`src/rtl/core/sirt_pkg.sv`:
```
package sirt_pkg;

    typedef enum logic [2:0] {
        MODE_STUDY  = 3'd0,
        MODE_REST   = 3'd1,
        MODE_PAUSED = 3'd2,
        MODE_CONFIG = 3'd3,
        MODE_ALERT  = 3'd4
    } t_mode;

    // display colors
    localparam logic [2:0] COLOR_OFF    = 3'd0;
    localparam logic [2:0] COLOR_GREEN  = 3'd1;
    localparam logic [2:0] COLOR_RED    = 3'd2;
    localparam logic [2:0] COLOR_YELLOW = 3'd3;
    localparam logic [2:0] COLOR_WHITE  = 3'd4;

    // register indexes (paddr[4:2])
    localparam logic [2:0] REG_POLLS_PER_SEC = 3'd0;
    localparam logic [2:0] REG_BLINK_POLLS   = 3'd1;
    localparam logic [2:0] REG_LONG_POLLS    = 3'd2;
    localparam logic [2:0] REG_FLASH_POLLS   = 3'd3;
    localparam logic [2:0] REG_AXIS_LOW      = 3'd4;
    localparam logic [2:0] REG_AXIS_HIGH     = 3'd5;
    localparam logic [2:0] REG_MIN_MINUTES   = 3'd6;
    localparam logic [2:0] REG_MAX_MINUTES   = 3'd7;

    // status LED bit positions
    localparam int LED_STUDY  = 0;
    localparam int LED_REST   = 1;
    localparam int LED_CONFIG = 2;

    // matrix size, shown units saturate at 63
    localparam int MATRIX_CELLS = 25;
    localparam logic [5:0] MATRIX_UNITS =
        (MATRIX_CELLS > 63) ? 6'd63 : 6'(MATRIX_CELLS);

    // x / 15 == (x * 4370) >> 16 for x < 4681
    localparam logic [12:0] DIV15_MUL   = 13'd4370;
    localparam logic [5:0]  UNITS_MAX   = 6'd63;

    // register reset values
    localparam logic [7:0]  RST_POLLS_PER_SEC = 8'd10;
    localparam logic [7:0]  RST_BLINK_POLLS   = 8'd5;
    localparam logic [7:0]  RST_LONG_POLLS    = 8'd20;
    localparam logic [7:0]  RST_FLASH_POLLS   = 8'd2;
    localparam logic [11:0] RST_AXIS_LOW      = 12'd150;
    localparam logic [11:0] RST_AXIS_HIGH     = 12'd4000;
    localparam logic [5:0]  RST_MIN_MINUTES   = 6'd1;
    localparam logic [5:0]  RST_MAX_MINUTES   = 6'd50;
    localparam logic [5:0]  RST_STUDY_MINS    = 6'd25;
    localparam logic [5:0]  RST_REST_MINS     = 6'd5;
    localparam logic [11:0] RST_REMAINING     = 12'd1500;

    // minutes * 60 as shifts
    function automatic logic [11:0] phase_secs(input logic [5:0] mins);
        logic [11:0] m;
        m = {6'd0, mins};
        return (m << 6) - (m << 2);
    endfunction

endpackage

```
`src/rtl/core/study_rest_interval_timer.sv`:
```
// Path: an accepted poll is held in the input register and loads the result register
//   once the output can take it; its result transfer leaves from the result register.
// Throughput: one poll per cycle while the result output is not stalled; the poll
//   update and units division are one combinational pass between the two registers.
// Reset: synchronous, active low; clears the pipeline valids, the timer state and
//   the configuration registers to their defaults. No clearing pass.
module study_rest_interval_timer (
    input  logic        i_clk,
    input  logic        i_rst_n,
    // poll input
    input  logic        s_axis_tvalid,
    output logic        s_axis_tready,
    input  logic [15:0] s_axis_tdata,  // [0] phase_button, [1] pause_button,
                                       // [2] joy_button, [14:3] joy_axis, [15] zero
    // result output
    output logic        m_axis_tvalid,
    input  logic        m_axis_tready,
    output logic [31:0] m_axis_tdata,  // [2:0] mode, [14:3] seconds_left,
                                       // [20:15] display_units, [23:21] display_color,
                                       // [24] study_led, [25] rest_led,
                                       // [26] config_led, [31:27] zero
    // configuration
    input  logic        psel,
    input  logic        penable,
    input  logic        pwrite,
    input  logic [4:0]  paddr,
    input  logic [31:0] pwdata,
    output logic [31:0] prdata,
    output logic        pready
);

    // ------------------------------------------------------------------
    // Configuration registers
    // ------------------------------------------------------------------
    logic [7:0]  r_polls_per_sec;
    logic [7:0]  r_blink_polls;
    logic [7:0]  r_long_polls;
    logic [7:0]  r_flash_polls;
    logic [11:0] r_axis_low;
    logic [11:0] r_axis_high;
    logic [5:0]  r_min_minutes;
    logic [5:0]  r_max_minutes;

    logic        w_cfg_wr;
    logic [2:0]  w_cfg_idx;

    assign pready    = 1'b1;
    assign w_cfg_wr  = psel && penable && pwrite && pready;
    assign w_cfg_idx = paddr[4:2];

    always_ff @(posedge i_clk) begin
        if (!i_rst_n) begin
            r_polls_per_sec <= sirt_pkg::RST_POLLS_PER_SEC;
            r_blink_polls   <= sirt_pkg::RST_BLINK_POLLS;
            r_long_polls    <= sirt_pkg::RST_LONG_POLLS;
            r_flash_polls   <= sirt_pkg::RST_FLASH_POLLS;
            r_axis_low      <= sirt_pkg::RST_AXIS_LOW;
            r_axis_high     <= sirt_pkg::RST_AXIS_HIGH;
            r_min_minutes   <= sirt_pkg::RST_MIN_MINUTES;
            r_max_minutes   <= sirt_pkg::RST_MAX_MINUTES;
        end else if (w_cfg_wr) begin
            case (w_cfg_idx)
                sirt_pkg::REG_POLLS_PER_SEC: r_polls_per_sec <= pwdata[7:0];
                sirt_pkg::REG_BLINK_POLLS:   r_blink_polls   <= pwdata[7:0];
                sirt_pkg::REG_LONG_POLLS:    r_long_polls    <= pwdata[7:0];
                sirt_pkg::REG_FLASH_POLLS:   r_flash_polls   <= pwdata[7:0];
                sirt_pkg::REG_AXIS_LOW:      r_axis_low      <= pwdata[11:0];
                sirt_pkg::REG_AXIS_HIGH:     r_axis_high     <= pwdata[11:0];
                sirt_pkg::REG_MIN_MINUTES:   r_min_minutes   <= pwdata[5:0];
                sirt_pkg::REG_MAX_MINUTES:   r_max_minutes   <= pwdata[5:0];
                default: ;
            endcase
        end
    end

    always_comb begin
        case (w_cfg_idx)
            sirt_pkg::REG_POLLS_PER_SEC: prdata = {24'd0, r_polls_per_sec};
            sirt_pkg::REG_BLINK_POLLS:   prdata = {24'd0, r_blink_polls};
            sirt_pkg::REG_LONG_POLLS:    prdata = {24'd0, r_long_polls};
            sirt_pkg::REG_FLASH_POLLS:   prdata = {24'd0, r_flash_polls};
            sirt_pkg::REG_AXIS_LOW:      prdata = {20'd0, r_axis_low};
            sirt_pkg::REG_AXIS_HIGH:     prdata = {20'd0, r_axis_high};
            sirt_pkg::REG_MIN_MINUTES:   prdata = {26'd0, r_min_minutes};
            sirt_pkg::REG_MAX_MINUTES:   prdata = {26'd0, r_max_minutes};
            default:                     prdata = 32'd0;
        endcase
    end

    // ------------------------------------------------------------------
    // Pipeline: input register -> update -> result register.
    // The timer state moves only when the input register hands its poll on.
    // ------------------------------------------------------------------
    logic        r_in_valid;
    logic        r_in_phase;
    logic        r_in_pause;
    logic        r_in_joy;
    logic [11:0] r_in_axis;

    logic        r_out_valid;
    logic [31:0] r_out_data;

    logic        w_adv;

    assign w_adv         = r_in_valid && (!r_out_valid || m_axis_tready);
    assign s_axis_tready = !r_in_valid || w_adv;
    assign m_axis_tvalid = r_out_valid;
    assign m_axis_tdata  = r_out_data;

    always_ff @(posedge i_clk) begin
        if (!i_rst_n) begin
            r_in_valid <= 1'b0;
        end else if (s_axis_tready) begin
            r_in_valid <= s_axis_tvalid;
        end
    end

    always_ff @(posedge i_clk) begin
        if (s_axis_tvalid && s_axis_tready) begin
            r_in_phase <= s_axis_tdata[0];
            r_in_pause <= s_axis_tdata[1];
            r_in_joy   <= s_axis_tdata[2];
            r_in_axis  <= s_axis_tdata[14:3];
        end
    end

    // ------------------------------------------------------------------
    // Timer state
    // ------------------------------------------------------------------
    sirt_pkg::t_mode r_mode,       n_mode;
    logic            r_saved,      n_saved;      // 0 study, 1 rest
    logic [11:0]     r_remaining,  n_remaining;
    logic [5:0]      r_study_mins, n_study_mins;
    logic [5:0]      r_rest_mins,  n_rest_mins;
    logic [7:0]      r_sec_count,  n_sec_count;
    logic [7:0]      r_blink_cnt,  n_blink_cnt;
    logic            r_blink_lvl,  n_blink_lvl;
    logic [7:0]      r_press_cnt,  n_press_cnt;
    logic            r_long_done,  n_long_done;
    logic [2:0]      r_prev,       n_prev;       // {joy, pause, phase}
    logic [7:0]      r_flash_cnt,  n_flash_cnt;
    logic            r_flash_lvl,  n_flash_lvl;
    logic [2:0]      r_led,        n_led;
    logic [5:0]      r_shown,      n_shown;

    logic            w_ph_fall;
    logic            w_pa_fall;
    logic            w_jy_fall;
    logic [5:0]      w_edit_mins;
    logic [5:0]      w_stepped;
    logic            w_led_bit;

    assign w_ph_fall = r_prev[0] && !r_in_phase;
    assign w_pa_fall = r_prev[1] && !r_in_pause;
    assign w_jy_fall = r_prev[2] && !r_in_joy;

    // minutes step for config mode, on the saved phase's length
    assign w_edit_mins = r_saved ? r_rest_mins : r_study_mins;
    always_comb begin
        if (r_in_axis <= r_axis_low && w_edit_mins > r_min_minutes) begin
            w_stepped = w_edit_mins - 6'd1;
        end else if (r_in_axis >= r_axis_high && w_edit_mins < r_max_minutes) begin
            w_stepped = w_edit_mins + 6'd1;
        end else begin
            w_stepped = w_edit_mins;
        end
    end

    // next state
    always_comb begin
        n_mode       = r_mode;
        n_saved      = r_saved;
        n_remaining  = r_remaining;
        n_study_mins = r_study_mins;
        n_rest_mins  = r_rest_mins;
        n_sec_count  = r_sec_count;
        n_blink_cnt  = r_blink_cnt;
        n_blink_lvl  = r_blink_lvl;
        n_press_cnt  = r_press_cnt;
        n_long_done  = r_long_done;
        n_flash_cnt  = r_flash_cnt;
        n_flash_lvl  = r_flash_lvl;
        n_led        = r_led;
        w_led_bit    = 1'b0;

        // long joystick press, ignored during alert
        if (r_mode != sirt_pkg::MODE_ALERT) begin
            if (w_jy_fall) begin
                n_press_cnt = 8'd0;
                n_long_done = 1'b0;
            end
            if (!r_in_joy && !n_long_done) begin
                if (n_press_cnt != 8'hFF) begin
                    n_press_cnt = n_press_cnt + 8'd1;
                end
                if (n_press_cnt > r_long_polls) begin
                    n_led[sirt_pkg::LED_CONFIG] = 1'b0;
                    n_long_done = 1'b1;
                    if (r_mode == sirt_pkg::MODE_CONFIG) begin
                        n_mode = n_saved ? sirt_pkg::MODE_REST : sirt_pkg::MODE_STUDY;
                    end else begin
                        if (r_mode != sirt_pkg::MODE_PAUSED) begin
                            n_saved = r_mode[0];
                        end
                        n_mode = sirt_pkg::MODE_CONFIG;
                        n_led  = 3'd0;
                        n_led[sirt_pkg::LED_CONFIG] = 1'b1;
                    end
                end
            end
        end

        if (n_mode == sirt_pkg::MODE_CONFIG) begin
            if (n_saved) begin
                n_rest_mins = w_stepped;
            end else begin
                n_study_mins = w_stepped;
            end
            n_remaining = sirt_pkg::phase_secs(w_stepped);
        end else if (n_mode == sirt_pkg::MODE_ALERT) begin
            if (!r_in_phase) begin
                // phase button held: next phase at full length
                n_saved     = !n_saved;
                n_mode      = n_saved ? sirt_pkg::MODE_REST : sirt_pkg::MODE_STUDY;
                n_remaining = sirt_pkg::phase_secs(n_saved ? n_rest_mins : n_study_mins);
                n_sec_count = 8'd0;
            end else begin
                n_flash_cnt = n_flash_cnt + 8'd1;
                if (n_flash_cnt >= r_flash_polls) begin
                    n_flash_lvl = !n_flash_lvl;
                    n_flash_cnt = 8'd0;
                end
            end
        end else begin
            // study, rest or paused
            if (w_ph_fall && n_mode != sirt_pkg::MODE_PAUSED) begin
                n_saved     = !n_mode[0];
                n_mode      = n_saved ? sirt_pkg::MODE_REST : sirt_pkg::MODE_STUDY;
                n_remaining = sirt_pkg::phase_secs(n_saved ? n_rest_mins : n_study_mins);
            end
            if (w_pa_fall) begin
                if (n_mode != sirt_pkg::MODE_PAUSED) begin
                    n_saved = n_mode[0];
                    n_mode  = sirt_pkg::MODE_PAUSED;
                end else begin
                    n_mode = n_saved ? sirt_pkg::MODE_REST : sirt_pkg::MODE_STUDY;
                end
            end
            if (n_mode == sirt_pkg::MODE_STUDY || n_mode == sirt_pkg::MODE_REST) begin
                n_sec_count = n_sec_count + 8'd1;
                if (n_sec_count >= r_polls_per_sec) begin
                    n_sec_count = 8'd0;
                    if (n_remaining != 12'd0) begin
                        n_remaining = n_remaining - 12'd1;
                    end else if (!r_in_phase) begin
                        // time out with the button already held: switch at once
                        n_saved     = !n_mode[0];
                        n_mode      = n_saved ? sirt_pkg::MODE_REST : sirt_pkg::MODE_STUDY;
                        n_remaining = sirt_pkg::phase_secs(
                                          n_saved ? n_rest_mins : n_study_mins);
                    end else begin
                        n_saved     = n_mode[0];
                        n_mode      = sirt_pkg::MODE_ALERT;
                        n_flash_lvl = 1'b1;
                        n_flash_cnt = 8'd0;
                    end
                end
            end else begin
                // paused: saved phase's LED blinks
                n_blink_cnt = n_blink_cnt + 8'd1;
                if (n_blink_cnt >= r_blink_polls) begin
                    n_blink_lvl = !n_blink_lvl;
                    w_led_bit   = n_blink_lvl;
                    if (n_saved) begin
                        n_led[sirt_pkg::LED_REST] = w_led_bit;
                    end else begin
                        n_led[sirt_pkg::LED_STUDY] = w_led_bit;
                    end
                    n_blink_cnt = 8'd0;
                end
            end
        end
    end

    // edge memory sees every poll, in every mode
    assign n_prev = {r_in_joy, r_in_pause, r_in_phase};

    // ------------------------------------------------------------------
    // Display outputs from the updated state
    // ------------------------------------------------------------------
    logic [12:0] w_round;     // remaining + 59
    logic [23:0] w_prod;      // (round / 4) * 4370
    logic [7:0]  w_quot;      // ceil(remaining / 60)
    logic [5:0]  w_units_run;
    logic [5:0]  n_units;
    logic [2:0]  n_color;
    logic [2:0]  w_phase_color;

    assign w_round       = {1'b0, n_remaining} + 13'd59;
    assign w_prod        = {13'd0, w_round[12:2]} * {11'd0, sirt_pkg::DIV15_MUL};
    assign w_quot        = w_prod[23:16];
    assign w_units_run   = (w_quot > {2'd0, sirt_pkg::UNITS_MAX}) ?
                           sirt_pkg::UNITS_MAX : w_quot[5:0];
    assign w_phase_color = n_saved ? sirt_pkg::COLOR_RED : sirt_pkg::COLOR_GREEN;

    always_comb begin
        n_shown = r_shown;
        case (n_mode)
            sirt_pkg::MODE_ALERT: begin
                n_units = n_flash_lvl ? sirt_pkg::MATRIX_UNITS : 6'd0;
                if (!n_flash_lvl) begin
                    n_color = sirt_pkg::COLOR_OFF;
                end else if (n_saved) begin
                    n_color = sirt_pkg::COLOR_WHITE;
                end else begin
                    n_color = sirt_pkg::COLOR_YELLOW;
                end
            end
            sirt_pkg::MODE_PAUSED: begin
                n_units = r_shown;
                n_color = w_phase_color;
            end
            default: begin
                n_units = w_units_run;
                n_shown = w_units_run;
                n_color = w_phase_color;
            end
        endcase
    end

    // ------------------------------------------------------------------
    // State and result registers
    // ------------------------------------------------------------------
    always_ff @(posedge i_clk) begin
        if (!i_rst_n) begin
            r_mode       <= sirt_pkg::MODE_STUDY;
            r_saved      <= 1'b0;
            r_remaining  <= sirt_pkg::RST_REMAINING;
            r_study_mins <= sirt_pkg::RST_STUDY_MINS;
            r_rest_mins  <= sirt_pkg::RST_REST_MINS;
            r_sec_count  <= 8'd0;
            r_blink_cnt  <= 8'd0;
            r_blink_lvl  <= 1'b0;
            r_press_cnt  <= 8'd0;
            r_long_done  <= 1'b0;
            r_prev       <= 3'b111;
            r_flash_cnt  <= 8'd0;
            r_flash_lvl  <= 1'b1;
            r_led        <= 3'd0;
            r_shown      <= 6'd0;
        end else if (w_adv) begin
            r_mode       <= n_mode;
            r_saved      <= n_saved;
            r_remaining  <= n_remaining;
            r_study_mins <= n_study_mins;
            r_rest_mins  <= n_rest_mins;
            r_sec_count  <= n_sec_count;
            r_blink_cnt  <= n_blink_cnt;
            r_blink_lvl  <= n_blink_lvl;
            r_press_cnt  <= n_press_cnt;
            r_long_done  <= n_long_done;
            r_prev       <= n_prev;
            r_flash_cnt  <= n_flash_cnt;
            r_flash_lvl  <= n_flash_lvl;
            r_led        <= n_led;
            r_shown      <= n_shown;
        end
    end

    always_ff @(posedge i_clk) begin
        if (!i_rst_n) begin
            r_out_valid <= 1'b0;
        end else if (w_adv) begin
            r_out_valid <= 1'b1;
        end else if (m_axis_tready) begin
            r_out_valid <= 1'b0;
        end
    end

    always_ff @(posedge i_clk) begin
        if (w_adv) begin
            r_out_data <= {5'd0,
                           n_led[sirt_pkg::LED_CONFIG],
                           n_led[sirt_pkg::LED_REST],
                           n_led[sirt_pkg::LED_STUDY],
                           n_color,
                           n_units,
                           n_remaining,
                           n_mode};
        end
    end

endmodule

```
`config.mk`:
```
export PLATFORM = sky130hd
export DESIGN_NAME = study_rest_interval_timer
export DESIGN_NICKNAME = d
export VERILOG_FILES = /design/src/rtl/core/sirt_pkg.sv /design/src/rtl/core/study_rest_interval_timer.sv
export SDC_FILE = /design/constraint.sdc
export NUM_CORES = 1
export LEC_CHECK = 0
export ABC_AREA = 0
export BUFFER_PORTS_ARGS = -buffer_cell sky130_fd_sc_hd__buf_4
export CAP_MARGIN = 10
export CORE_ASPECT_RATIO = 0.5
export CORE_MARGIN = 3
export CORE_UTILIZATION = 56
export CTS_CLUSTER_SIZE = 14
export DETAILED_ROUTE_END_ITERATION = 12
export MAX_ROUTING_LAYER = met4
export PLACE_DENSITY = 0.89
export REMOVE_ABC_BUFFERS = 1
export SYNTH_ARGS = -nofsm -noshare
export SYNTH_HDL_FRONTEND = slang
export SYNTH_SLANG_ARGS = --single-unit
export TNS_END_PERCENT = 50
```
`constraint.sdc`:
```
create_clock -name i_clk -period 12 [get_ports i_clk]
set_input_delay 1.2 -clock i_clk [delete_from_list [all_inputs] [get_ports i_clk]]
set_output_delay 1.2 -clock i_clk [all_outputs]
set_load 0.005 [all_outputs]
```
==> impl_metrics.env, run 1 <==
export IMPL_start_util=0.577
export IMPL_cpPeakStageDelay_ps=550
export IMPL_grt_util_met2=0.472
export IMPL_fin_tns_setup_ps=0
export IMPL_synth_most_common_cell="nand2_1"
export IMPL_total_leakage_power_nw=6.98
export IMPL_antenna_found_initial=0
export IMPL_ys_flop_type="dfxtp_1"
export IMPL_hpwl_um=28800
export IMPL_die_w_um=235
export IMPL_max_freq_mhz=87.5
export IMPL_ctsRootBufferMaster="clkbuf_16"
export IMPL_yosysTopAreaCell="dfxtp_1"
export IMPL_cp_start_kind="flop"
export IMPL_setup_viol=0
export IMPL_cts_buffer_depth=2
export IMPL_clk_latency_ps=460
export IMPL_synth_commonest_cells="225 x nand2_1, 145 x dfxtp_1, 128 x ha_1"
export IMPL_synth_top_cell_area_share=0.197
export IMPL_min_from="r_blink_polls[5]$_SDFFE_PN0P_"
export IMPL_drtPass1Iterations=6
export IMPL_die_h_um=121
export IMPL_critPathLaunch="r_in_joy$_DFFE_PP_"
export IMPL_p_per_area_nw_per_um2=135
export IMPL_async_flop_share=0
export IMPL_setup_ws_ps=568
export IMPL_period_needed_ps=11430
export IMPL_cts_sinks=187
export IMPL_synth_cell_type_count=99
export IMPL_place_ws_ps=317
export IMPL_period_share=0.953
export IMPL_ys_warn_count=0
export IMPL_fin_hold_ws_ps=470
export IMPL_p_total_mw=2.20
export IMPL_globalRouteTotalUtil=0.291
export IMPL_grt_max_degree=108
export IMPL_synthTopCellsByArea="dfxtp_1 20%, ha_1 11%, edfxtp_1 8.6%, nand2_1 5.7%, mux2i_1 4.8%"
export IMPL_rows=41
export IMPL_numPortBuffers=77
export IMPL_cp_slowest_cell="fa_1"
export IMPL_viasPerCell=6.26
export IMPL_synth_edf_count=42
export IMPL_nets=2021
export IMPL_hold_path_class="flop to flop"
export IMPL_synthToLayoutAreaGrowth_pct=10.9
export IMPL_r2r_start="r_in_joy$_DFFE_PP_"
export IMPL_avgSynthCellArea_um2=8.31
export IMPL_tightest_slew_ps=1170
export IMPL_clk_pin_slew_ps=80
export IMPL_core_area_um2=25500
export IMPL_path_buf_inv=3
export IMPL_io_pins=127
export IMPL_cts_tree="done"
export IMPL_totalWireLength_um=40800
export IMPL_end_kind="flop"
export IMPL_die_area_um2=28400
export IMPL_critPathRequiredTime_ps=12200
export IMPL_path_delay_family="compound AO/OA/AOI/OAI gates"
export IMPL_gp_congestion=1.01
export IMPL_status="completed"
export IMPL_grt_pass1_wl_um=65600
export IMPL_syn_cell_area_um2=14700
export IMPL_vias=13700
export IMPL_synth_seq_cells=187
export IMPL_utilization=0.640
export IMPL_critPathMaxFanout=7
export IMPL_drtIter0Drc=1539
export IMPL_drive_gt1_frac=0.128
export IMPL_finalHoldViolCount=0
export IMPL_drv_slew=0
export IMPL_grt_ovfl_total=0
export IMPL_fin_skew_ps=15.4
export IMPL_vdd_drop_max_v=0.000192
export IMPL_met1_usage=0.370
export IMPL_n_antenna_cell=0
export IMPL_drt_wirelength_per_cell_um=18.7
export IMPL_h_tree_depth=4
export IMPL_slew_headroom=0.220
export IMPL_crit_top_cell="ha_1"
export IMPL_drtAntennaViolNets=0
export IMPL_arrival_ps=11630
export IMPL_syn_inst=1770
export IMPL_cts_buffers=17
export IMPL_grt_met3_usage=0.0547
export IMPL_path_class="flop to flop"
export IMPL_grt_pass1_vias=13000
export IMPL_drc=0
export IMPL_synth_yosys_seq_area_share=0.283
export IMPL_grt_busiest_layer="met2"
export IMPL_drv_cap=0
[worst min-delay path, stage by stage, from the launching register on]
cell and delay (ps):
dfxtp_1 310, nand2_1 50, a21boi_0 60
[routing by layer]
metal | up-vias | routed length [um]
met3 | 119 | 3340
met4 | 0 | 1330
li1 | 6391 | -
met5 | - | 0
met1 | 6441 | 17400
met2 | 701 | 18700
[flip-flops by register name, indices dropped and copies added, names as in the netlist, 6 cells and up]
register         count
r_polls_per_sec      8
r_shown              6
r_blink_cnt          8
r_study_mins         6
r_min_minutes        6
r_sec_count          8
r_max_minutes        6
r_axis_high         12
r_flash_polls        8
r_axis_low          12
r_in_axis           12
r_press_cnt          8
r_flash_cnt          8
r_long_polls         8
r_rest_mins          6
r_blink_polls        8
r_remaining         12
m_axis_tdata        27
[kinds of logic (layout without fill, tap and decap cells)]
family / after synthesis / in the layout / synth area share
simple gates: 625 / 625 / 0.209
compound gates: 418 / 419 / 0.204
buf+inv: 236 / 278 / 0.0681
flops: 187 / 187 / 0.283
fa+ha+maj: 137 / 137 / 0.121
mux: 92 / 92 / 0.0698
xor+xnor: 73 / 73 / 0.0447
other cells: 2 / 26 / 0.000511
[area by class of cell]
| class | count | area, um^2 |
|---|---|---|
| sequential | 187 | 4160 |
| tap | 344 | 430 |
| timing repair buffer | 127 | 953 |
| clock inverter | 12 | 151 |
| clock buffer | 20 | 468 |
| inverter | 119 | 447 |
| fill | 1982 | 9180 |
| multi-input combinational | 1372 | 9700 |
[cells in the final DEF, fill, tap and decap left out, types with 11 or more instances in the layout]
cell type,n
nand2_1,225
dfxtp_1,145
ha_1,128
buf_4,127
inv_1,116
nor2_1,99
a21oi_1,80
o21ai_0,76
mux2i_1,70
nor2b_1,66
nand3_1,48
edfxtp_1,42
o211ai_1,40
xnor2_1,39
nor3_1,38
xor2_1,33
a21boi_0,33
conb_1,26
nand4_1,23
a21o_1,23
and2_1,22
clkbuf_16,18
or3_1,17
and3_1,17
nand2b_1,17
mux2_2,15
a31oi_1,13
o21a_1,12
o22ai_1,12
a211oi_1,11
o211a_1,11
[final timing paths]
kind	cells after the start	to	slack (ps)
worst max-delay path	46	m_axis_tdata[20]$_DFFE_PP_	570
worst min-delay path	2	r_blink_polls[5]$_SDFFE_PN0P_	470
worst max register to register	46	m_axis_tdata[20]$_DFFE_PP_	570
worst min register to register	2	r_blink_polls[5]$_SDFFE_PN0P_	470
[where the power goes]
part           leakage, nW  total [mW]  switching [mW]  internal [mW]
registers             1.57       0.698          0.0182          0.679
clock network        0.308       0.606           0.274          0.331
logic                 5.10       0.901           0.519          0.381
total                 6.98        2.20           0.812           1.39
[metrics by stage]
step / cell area [um^2] / cells
3_3_place_gp: 15600 / 2144
4_1_cts: 16200 / 2176
3_5_place_dp: 15600 / 2144
2_1_floorplan: 14200 / 1677
5_1_grt: 16300 / 2181
6_report: 16300 / 2181
[repair_timing]
item                                   CTS  global route
hold buffers                             0             0
endpoints found under the hold margin    0             0
setup endpoints to repair                0            12
gates resized for setup                  0            11
setup buffers                            0             2
Power figures use the tool's default switching activity.
==> run 2, diff against run 1 <==
--- a/config.mk
+++ b/config.mk
@@ -5,16 +5,16 @@
 export SDC_FILE = /design/constraint.sdc
 export NUM_CORES = 1
 export LEC_CHECK = 0
-export ABC_AREA = 0
+export ABC_AREA = 1
 export BUFFER_PORTS_ARGS = -buffer_cell sky130_fd_sc_hd__buf_4
 export CAP_MARGIN = 10
 export CORE_ASPECT_RATIO = 0.5
 export CORE_MARGIN = 3
-export CORE_UTILIZATION = 56
+export CORE_UTILIZATION = 61
 export CTS_CLUSTER_SIZE = 14
 export DETAILED_ROUTE_END_ITERATION = 12
 export MAX_ROUTING_LAYER = met4
-export PLACE_DENSITY = 0.89
+export PLACE_DENSITY = 0.92
 export REMOVE_ABC_BUFFERS = 1
 export SYNTH_ARGS = -nofsm -noshare
 export SYNTH_HDL_FRONTEND = slang
==> constraint.sdc (replaced) <==
create_clock -name i_clk -period 10.8 [get_ports i_clk]
set_input_delay 1.08 -clock i_clk [delete_from_list [all_inputs] [get_ports i_clk]]
set_output_delay 1.08 -clock i_clk [all_outputs]
set_load 0.005 [all_outputs]
==> run 2 against run 1 <==
  * Routed wire length is 11% lower
  * Sequential power is 15% higher
  * Critical path depth is 16 higher
  * Power is 32% higher
  * Clock skew is 0.98 ps higher
  * Global-route usage is 1.2 points higher
  * Synthesized cell count is 5.0% higher
  * Sequential share of layout area is 2.4 points higher
  * Core utilization is 6.3 points higher
  * Clock-buffer cell count is 2 lower
  * Final area is 8.7% lower
  * Maximum frequency is 15% higher
  * Largest cell class unchanged
==> impl_metrics.env, run 2 <==
export IMPL_max_freq_mhz=101
export IMPL_grt_pass1_vias=12100
export IMPL_grt_pass1_wl_um=58400
export IMPL_synth_commonest_cells="311 x nand2_1, 288 x inv_1, 184 x a21oi_1"
export IMPL_drv_cap=0
export IMPL_avgSynthCellArea_um2=7.31
export IMPL_slew_headroom=0.182
export IMPL_routedLengthMet1_um=15300
export IMPL_utilization=0.703
export IMPL_largest_reg_flops=27
export IMPL_nets=2107
export IMPL_core_area_um2=21200
export IMPL_end_kind="flop"
export IMPL_cp_slowest_cell="fa_1"
export IMPL_drtIter0Drc=1647
export IMPL_postCtsHoldBufs=0
export IMPL_start_util=0.641
export IMPL_final_cell_mix="311 x nand2_1, 286 x inv_1, 184 x a21oi_1"
export IMPL_hpwl_um=26600
export IMPL_h_tree_depth=4
export IMPL_period_share=0.919
export IMPL_synth_simple_area_share=0.220
export IMPL_syn_inst=1858
export IMPL_synthToLayoutAreaGrowth_pct=9.68
export IMPL_yosysTopAreaCell="dfxtp_1"
export IMPL_die_area_um2=24200
export IMPL_status="completed"
export IMPL_drv_slew=0
export IMPL_drtPass1Iterations=7
export IMPL_cpPeakStageDelay_ps=510
export IMPL_ff2ff_setup_slack_ps=880
export IMPL_ys_warn_count=0
export IMPL_total_leakage_power_nw=7.01
export IMPL_synth_most_common_cell="nand2_1"
export IMPL_muxShareOfSynthArea=0
export IMPL_synthTopCellsByArea="dfxtp_1 21%, ha_1 12%, edfxtp_1 9.3%, nand2_1 8.6%, inv_1 8.0%"
export IMPL_die_h_um=112
export IMPL_numPortBuffers=77
export IMPL_clk_pin_slew_ps=80
export IMPL_synth_yosys_seq_area_share=0.307
export IMPL_syn_cell_area_um2=13600
export IMPL_synth_top_family_by_area="simple AND/OR/NAND/NOR gates"
export IMPL_layout_commonest_cell="nand2_1"
export IMPL_finalHoldViolCount=0
export IMPL_totalWireLength_um=36200
export IMPL_critPathMaxFanout=13
export IMPL_synth_compound_area_frac=0.194
export IMPL_critPathRequiredTime_ps=11010
export IMPL_tightest_slew_ps=1210
export IMPL_met3_length_um=3270
export IMPL_ctsRootBufferMaster="clkbuf_16"
export IMPL_wl_met2_um=16600
export IMPL_cts_buffers=17
export IMPL_p_total_mw=2.90
export IMPL_grt_max_degree=80
export IMPL_vias=13000
export IMPL_die_w_um=217
export IMPL_ys_flop_type="dfxtp_1"
export IMPL_synth_top_cell_area_share=0.214
export IMPL_period_needed_ps=9920
export IMPL_grt_ovfl_total=0
export IMPL_synth_edf_count=42
export IMPL_rows=37
export IMPL_antenna_found_initial=0
export IMPL_synth_cell_type_count=62
export IMPL_cts_buffer_depth=2
export IMPL_cts_sinks=187
export IMPL_drive_gt1_frac=0.111
export IMPL_io_pins=127
export IMPL_globalRouteTotalUtil=0.303
export IMPL_setup_viol=0
export IMPL_synthAdderAreaFrac=0.131
export IMPL_fin_skew_ps=16.4
export IMPL_async_flop_share=0
export IMPL_drc=0
export IMPL_vdd_drop_max_v=0.000272
export IMPL_cts_tree="done"
export IMPL_arrival_ps=10130
export IMPL_crit_top_cell="nand2_1"
export IMPL_clk_latency_ps=450
export IMPL_n_antenna_cell=0
export IMPL_hold_path_class="flop to flop"
export IMPL_cp_start_kind="flop"
export IMPL_drt_wirelength_per_cell_um=16.3
export IMPL_p_per_area_nw_per_um2=195
export IMPL_gp_congestion=0.995
export IMPL_drtAntennaViolNets=0
export IMPL_synthXorXnorAreaFrac=0.0348
export IMPL_synth_seq_cells=187
export IMPL_path_class="flop to flop"
export IMPL_nFillCells=1702
export IMPL_routed_top_layer="met4"
export IMPL_fin_hold_ws_ps=482
export IMPL_viasPerCell=5.88
==> run 2: repair_timing <==
item                       in CTS  in global routing
setup endpoints to repair       0                 12
buffers inserted                0                  0
gates resized for setup         0                 12
==> run 2: stage by stage <==
| step | TNS, ps | area, um^2 | instances | worst slack (ps) |
|---|---|---|---|---|
| floorplan | 0 | 13300 | 1811 | 2000 |
| global placement | 0 | 14300 | 2183 | 690 |
| CTS | 0 | 14900 | 2215 | 324 |
| detailed placement | 0 | 14300 | 2183 | 386 |
| global route | -220 | 14900 | 2215 | -65.2 |
| finish | 0 | 14900 | 2215 | 878 |
==> run 2: worst paths after layout <==
| kind | startpoint | to | depth (start not counted) |
|---|---|---|---|
| setup / recovery | r_in_joy$_DFFE_PP_ | m_axis_tdata[17]$_DFFE_PP_ | 62 |
| hold / removal | r_blink_cnt[7]$_SDFFE_PN0P_ | r_blink_cnt[7]$_SDFFE_PN0P_ | 2 |
| setup reg to reg | r_in_joy$_DFFE_PP_ | m_axis_tdata[17]$_DFFE_PP_ | 62 |
| hold reg to reg | r_blink_cnt[7]$_SDFFE_PN0P_ | r_blink_cnt[7]$_SDFFE_PN0P_ | 2 |
==> run 2: per-layer routing <==
| layer | vias to the layer above | global-route usage |
|---|---|---|
| li1 | 6291 | - |
| met4 | 0 | 0.117 |
| met3 | 94 | 0.0554 |
| met5 | - | - |
| met1 | 5964 | 0.386 |
| met2 | 672 | 0.482 |
==> run 2: worst max-delay path, delay by kind of cell (launching register included) <==
family / cells / cell delay (ps)
AND/OR/NAND/NOR: 42 / 5330
adder cells (fa/ha/maj): 7 / 2310
buffers and inverters: 8 / 560
AO/OA/AOI/OAI: 3 / 530
flip-flops: 1 / 440
XOR/XNOR: 2 / 440
==> run 2: area by class of cell <==
| class | instances | area (um^2) | area share |
|---|---|---|---|
| Multi-Input combinational cell | 1318 | 8030 | 0.539 |
| Clock inverter | 14 | 144 | 0.00966 |
| Clock buffer | 18 | 450 | 0.0302 |
| Tap cell | 292 | 365 | 0.0245 |
| Sequential cell | 187 | 4160 | 0.279 |
| Timing Repair Buffer | 80 | 601 | 0.0403 |
| Inverter | 306 | 1150 | 0.0771 |
==> run 2: where the power goes <==
group | switching (mW) | internal, mW | leakage [nW]
clock | 0.314 | 0.323 | 0.295
combinational | 0.930 | 0.535 | 5.14
sequential | 0.0239 | 0.777 | 1.58
total | 1.27 | 1.64 | 7.01
==> run 2: kinds of logic after synthesis <==
| family | count (synthesis) |
|---|---|
| compound gates | 460 |
| xor+xnor | 54 |
| fa+ha+maj | 137 |
| buf+inv | 377 |
| flops | 187 |
| other cells | 2 |
| simple gates | 641 |
==> run 3, diff against run 2 <==
--- a/config.mk
+++ b/config.mk
@@ -5,12 +5,11 @@
 export SDC_FILE = /design/constraint.sdc
 export NUM_CORES = 1
 export LEC_CHECK = 0
-export ABC_AREA = 1
 export BUFFER_PORTS_ARGS = -buffer_cell sky130_fd_sc_hd__buf_4
 export CAP_MARGIN = 10
 export CORE_ASPECT_RATIO = 0.5
-export CORE_MARGIN = 3
-export CORE_UTILIZATION = 61
+export CORE_MARGIN = 2
+export CORE_UTILIZATION = 62
 export CTS_CLUSTER_SIZE = 14
 export DETAILED_ROUTE_END_ITERATION = 12
 export MAX_ROUTING_LAYER = met4
==> run 3 against run 2 <==
  * The flow now finishes with violations (design-rule violations)
  * Maximum frequency shrank 7.6%
  * Core utilization grew 4.8 points
  * Hold slack lost 9.5 ps
  * Critical path depth shrank 9
  * Sequential share of layout area shrank 3.9 points
  * Sequential power shrank 3.2%
  * Largest power group unchanged
==> impl_metrics.env, run 3 (synthesized netlist as in run 1, its figures left out) <==
export IMPL_status="complete, but fails checks"
export IMPL_violations="design-rule violations"
export IMPL_die_h_um=113
export IMPL_drc=5
export IMPL_globalRouteTotalUtil=0.347
export IMPL_synthToLayoutAreaGrowth_pct=17.6
export IMPL_drive_gt1_frac=0.193
export IMPL_end_kind="flop"
export IMPL_rows=39
export IMPL_cp_start_kind="flop"
export IMPL_cp_slowest_cell="a2111o_2"
export IMPL_largest_reg_flops=27
export IMPL_fin_tns_setup_ps=0
export IMPL_n_antenna_cell=0
export IMPL_p_per_area_nw_per_um2=160
export IMPL_cpPeakStageDelay_ps=460
export IMPL_clk_pin_slew_ps=70
export IMPL_postCtsHoldBufs=0
export IMPL_path_buf_inv=12
export IMPL_hpwl_um=30200
export IMPL_fin_area_um2=17300
export IMPL_nFillCells=1521
export IMPL_crit_top_cell="buf_4"
export IMPL_grt_pass1_vias=13600
export IMPL_ctsRootBufferMaster="clkbuf_16"
export IMPL_period_needed_ps=10740
export IMPL_cts_buffers=17
export IMPL_drt_wirelength_per_cell_um=20.0
export IMPL_min_from="r_led[2]$_SDFFE_PN0P_"
export IMPL_clk_latency_ps=480
export IMPL_nets=2108
export IMPL_drv_cap=0
export IMPL_arrival_ps=11070
export IMPL_grt_ovfl_total=0
export IMPL_fin_skew_ps=14.8
export IMPL_drv_slew=0
export IMPL_critPathRequiredTime_ps=11130
export IMPL_slew_headroom=0.147
export IMPL_vias=14400
export IMPL_totalWireLength_um=44500
export IMPL_final_cell_mix="224 x nand2_1, 212 x buf_4, 145 x dfxtp_1"
export IMPL_drtIter0Drc=1622
export IMPL_viasPerCell=6.45
export IMPL_path_delay_family="compound AO/OA/AOI/OAI gates"
export IMPL_io_pins=127
export IMPL_h_tree_depth=4
export IMPL_placedCellCount=2179
export IMPL_start_util=0.639
export IMPL_layout_commonest_cell="nand2_1"
export IMPL_grt_max_degree=118
export IMPL_dpl_cell_area_um2=16100
export IMPL_cts_buffer_depth=2
export IMPL_fin_hold_ws_ps=472
export IMPL_tightest_slew_ps=1270
export IMPL_cts_sinks=187
export IMPL_antenna_found_initial=0
export IMPL_numPortBuffers=77
export IMPL_gp_congestion=1.00
export IMPL_utilization=0.751
export IMPL_critPathMaxFanout=8
export IMPL_critPathLaunch="r_in_joy$_DFFE_PP_"
export IMPL_hold_path_class="flop to flop"
export IMPL_cts_tree="done"
export IMPL_core_area_um2=23000
export IMPL_path_class="flop to flop"
export IMPL_finalHoldViolCount=0
export IMPL_max_freq_mhz=93.1
export IMPL_r2r_start="r_in_joy$_DFFE_PP_"
export IMPL_grt_pass1_wl_um=67700
export IMPL_drtPass1Iterations=10
export IMPL_total_leakage_power_nw=7.46
export IMPL_die_w_um=222
export IMPL_die_area_um2=25000
export IMPL_rsz0062_at_grt="yes"
export IMPL_drtAntennaViolNets=0
export IMPL_instances_no_fill=2231
export IMPL_setup_viol=0
export IMPL_vdd_drop_max_v=0.000380
export IMPL_period_share=0.995
run 3: power breakdown:
| part | switching (mW) | leakage (nW) | internal (mW) |
|---|---|---|---|
| combinational | 0.715 | 5.60 | 0.640 |
| sequential | 0.0202 | 1.57 | 0.755 |
| clock | 0.317 | 0.286 | 0.319 |
| total | 1.05 | 7.46 | 1.71 |
run 3: path summary, 6_finish.rpt:
check	end	slack, ps	depth (start not counted)
min reg2reg	r_led[2]$_SDFFE_PN0P_	470	2
min	r_led[2]$_SDFFE_PN0P_	470	2
max	r_shown[0]$_SDFFE_PN0P_	60	53
max reg2reg	r_shown[0]$_SDFFE_PN0P_	60	53
run 3: repair_timing:
action / in CTS / in global routing
pin swaps: 5 / 53
resized for setup: 13 / 75
setup buffers: 5 / 15
endpoints found under the setup margin: 12 / 12
run 3: layout make-up:
cell class,instances,area [um^2],area share
clock inverters,13,118,0.00680
multi-input cells,1371,10100,0.584
inverters,119,447,0.0258
well taps,307,384,0.0222
clock buffers,19,454,0.0263
repair buffers,215,1630,0.0940
flip-flops and latches,187,4160,0.241
run 3: layer usage:
layer,global-route usage,vias up,share of wire
met1,0.420,6768,0.40
li1,-,6554,-
met5,-,-,0
met2,0.565,864,0.46
met3,0.0662,201,0.094
met4,0.170,0,0.045
run 3: worst min-delay path: stages (launching register included):
cell      delay [ps]
dfxtp_1          310
nand2_1           50
a21boi_0          60
run 3: metrics by stage:
step           setup slack [ps]  power (mW)
2_1_floorplan              -666        1.46
3_3_place_gp               -281        1.85
3_5_place_dp               -393        1.89
4_1_cts                    16.9        2.53
5_1_grt                    -280        2.92
6_report                   57.9        2.77
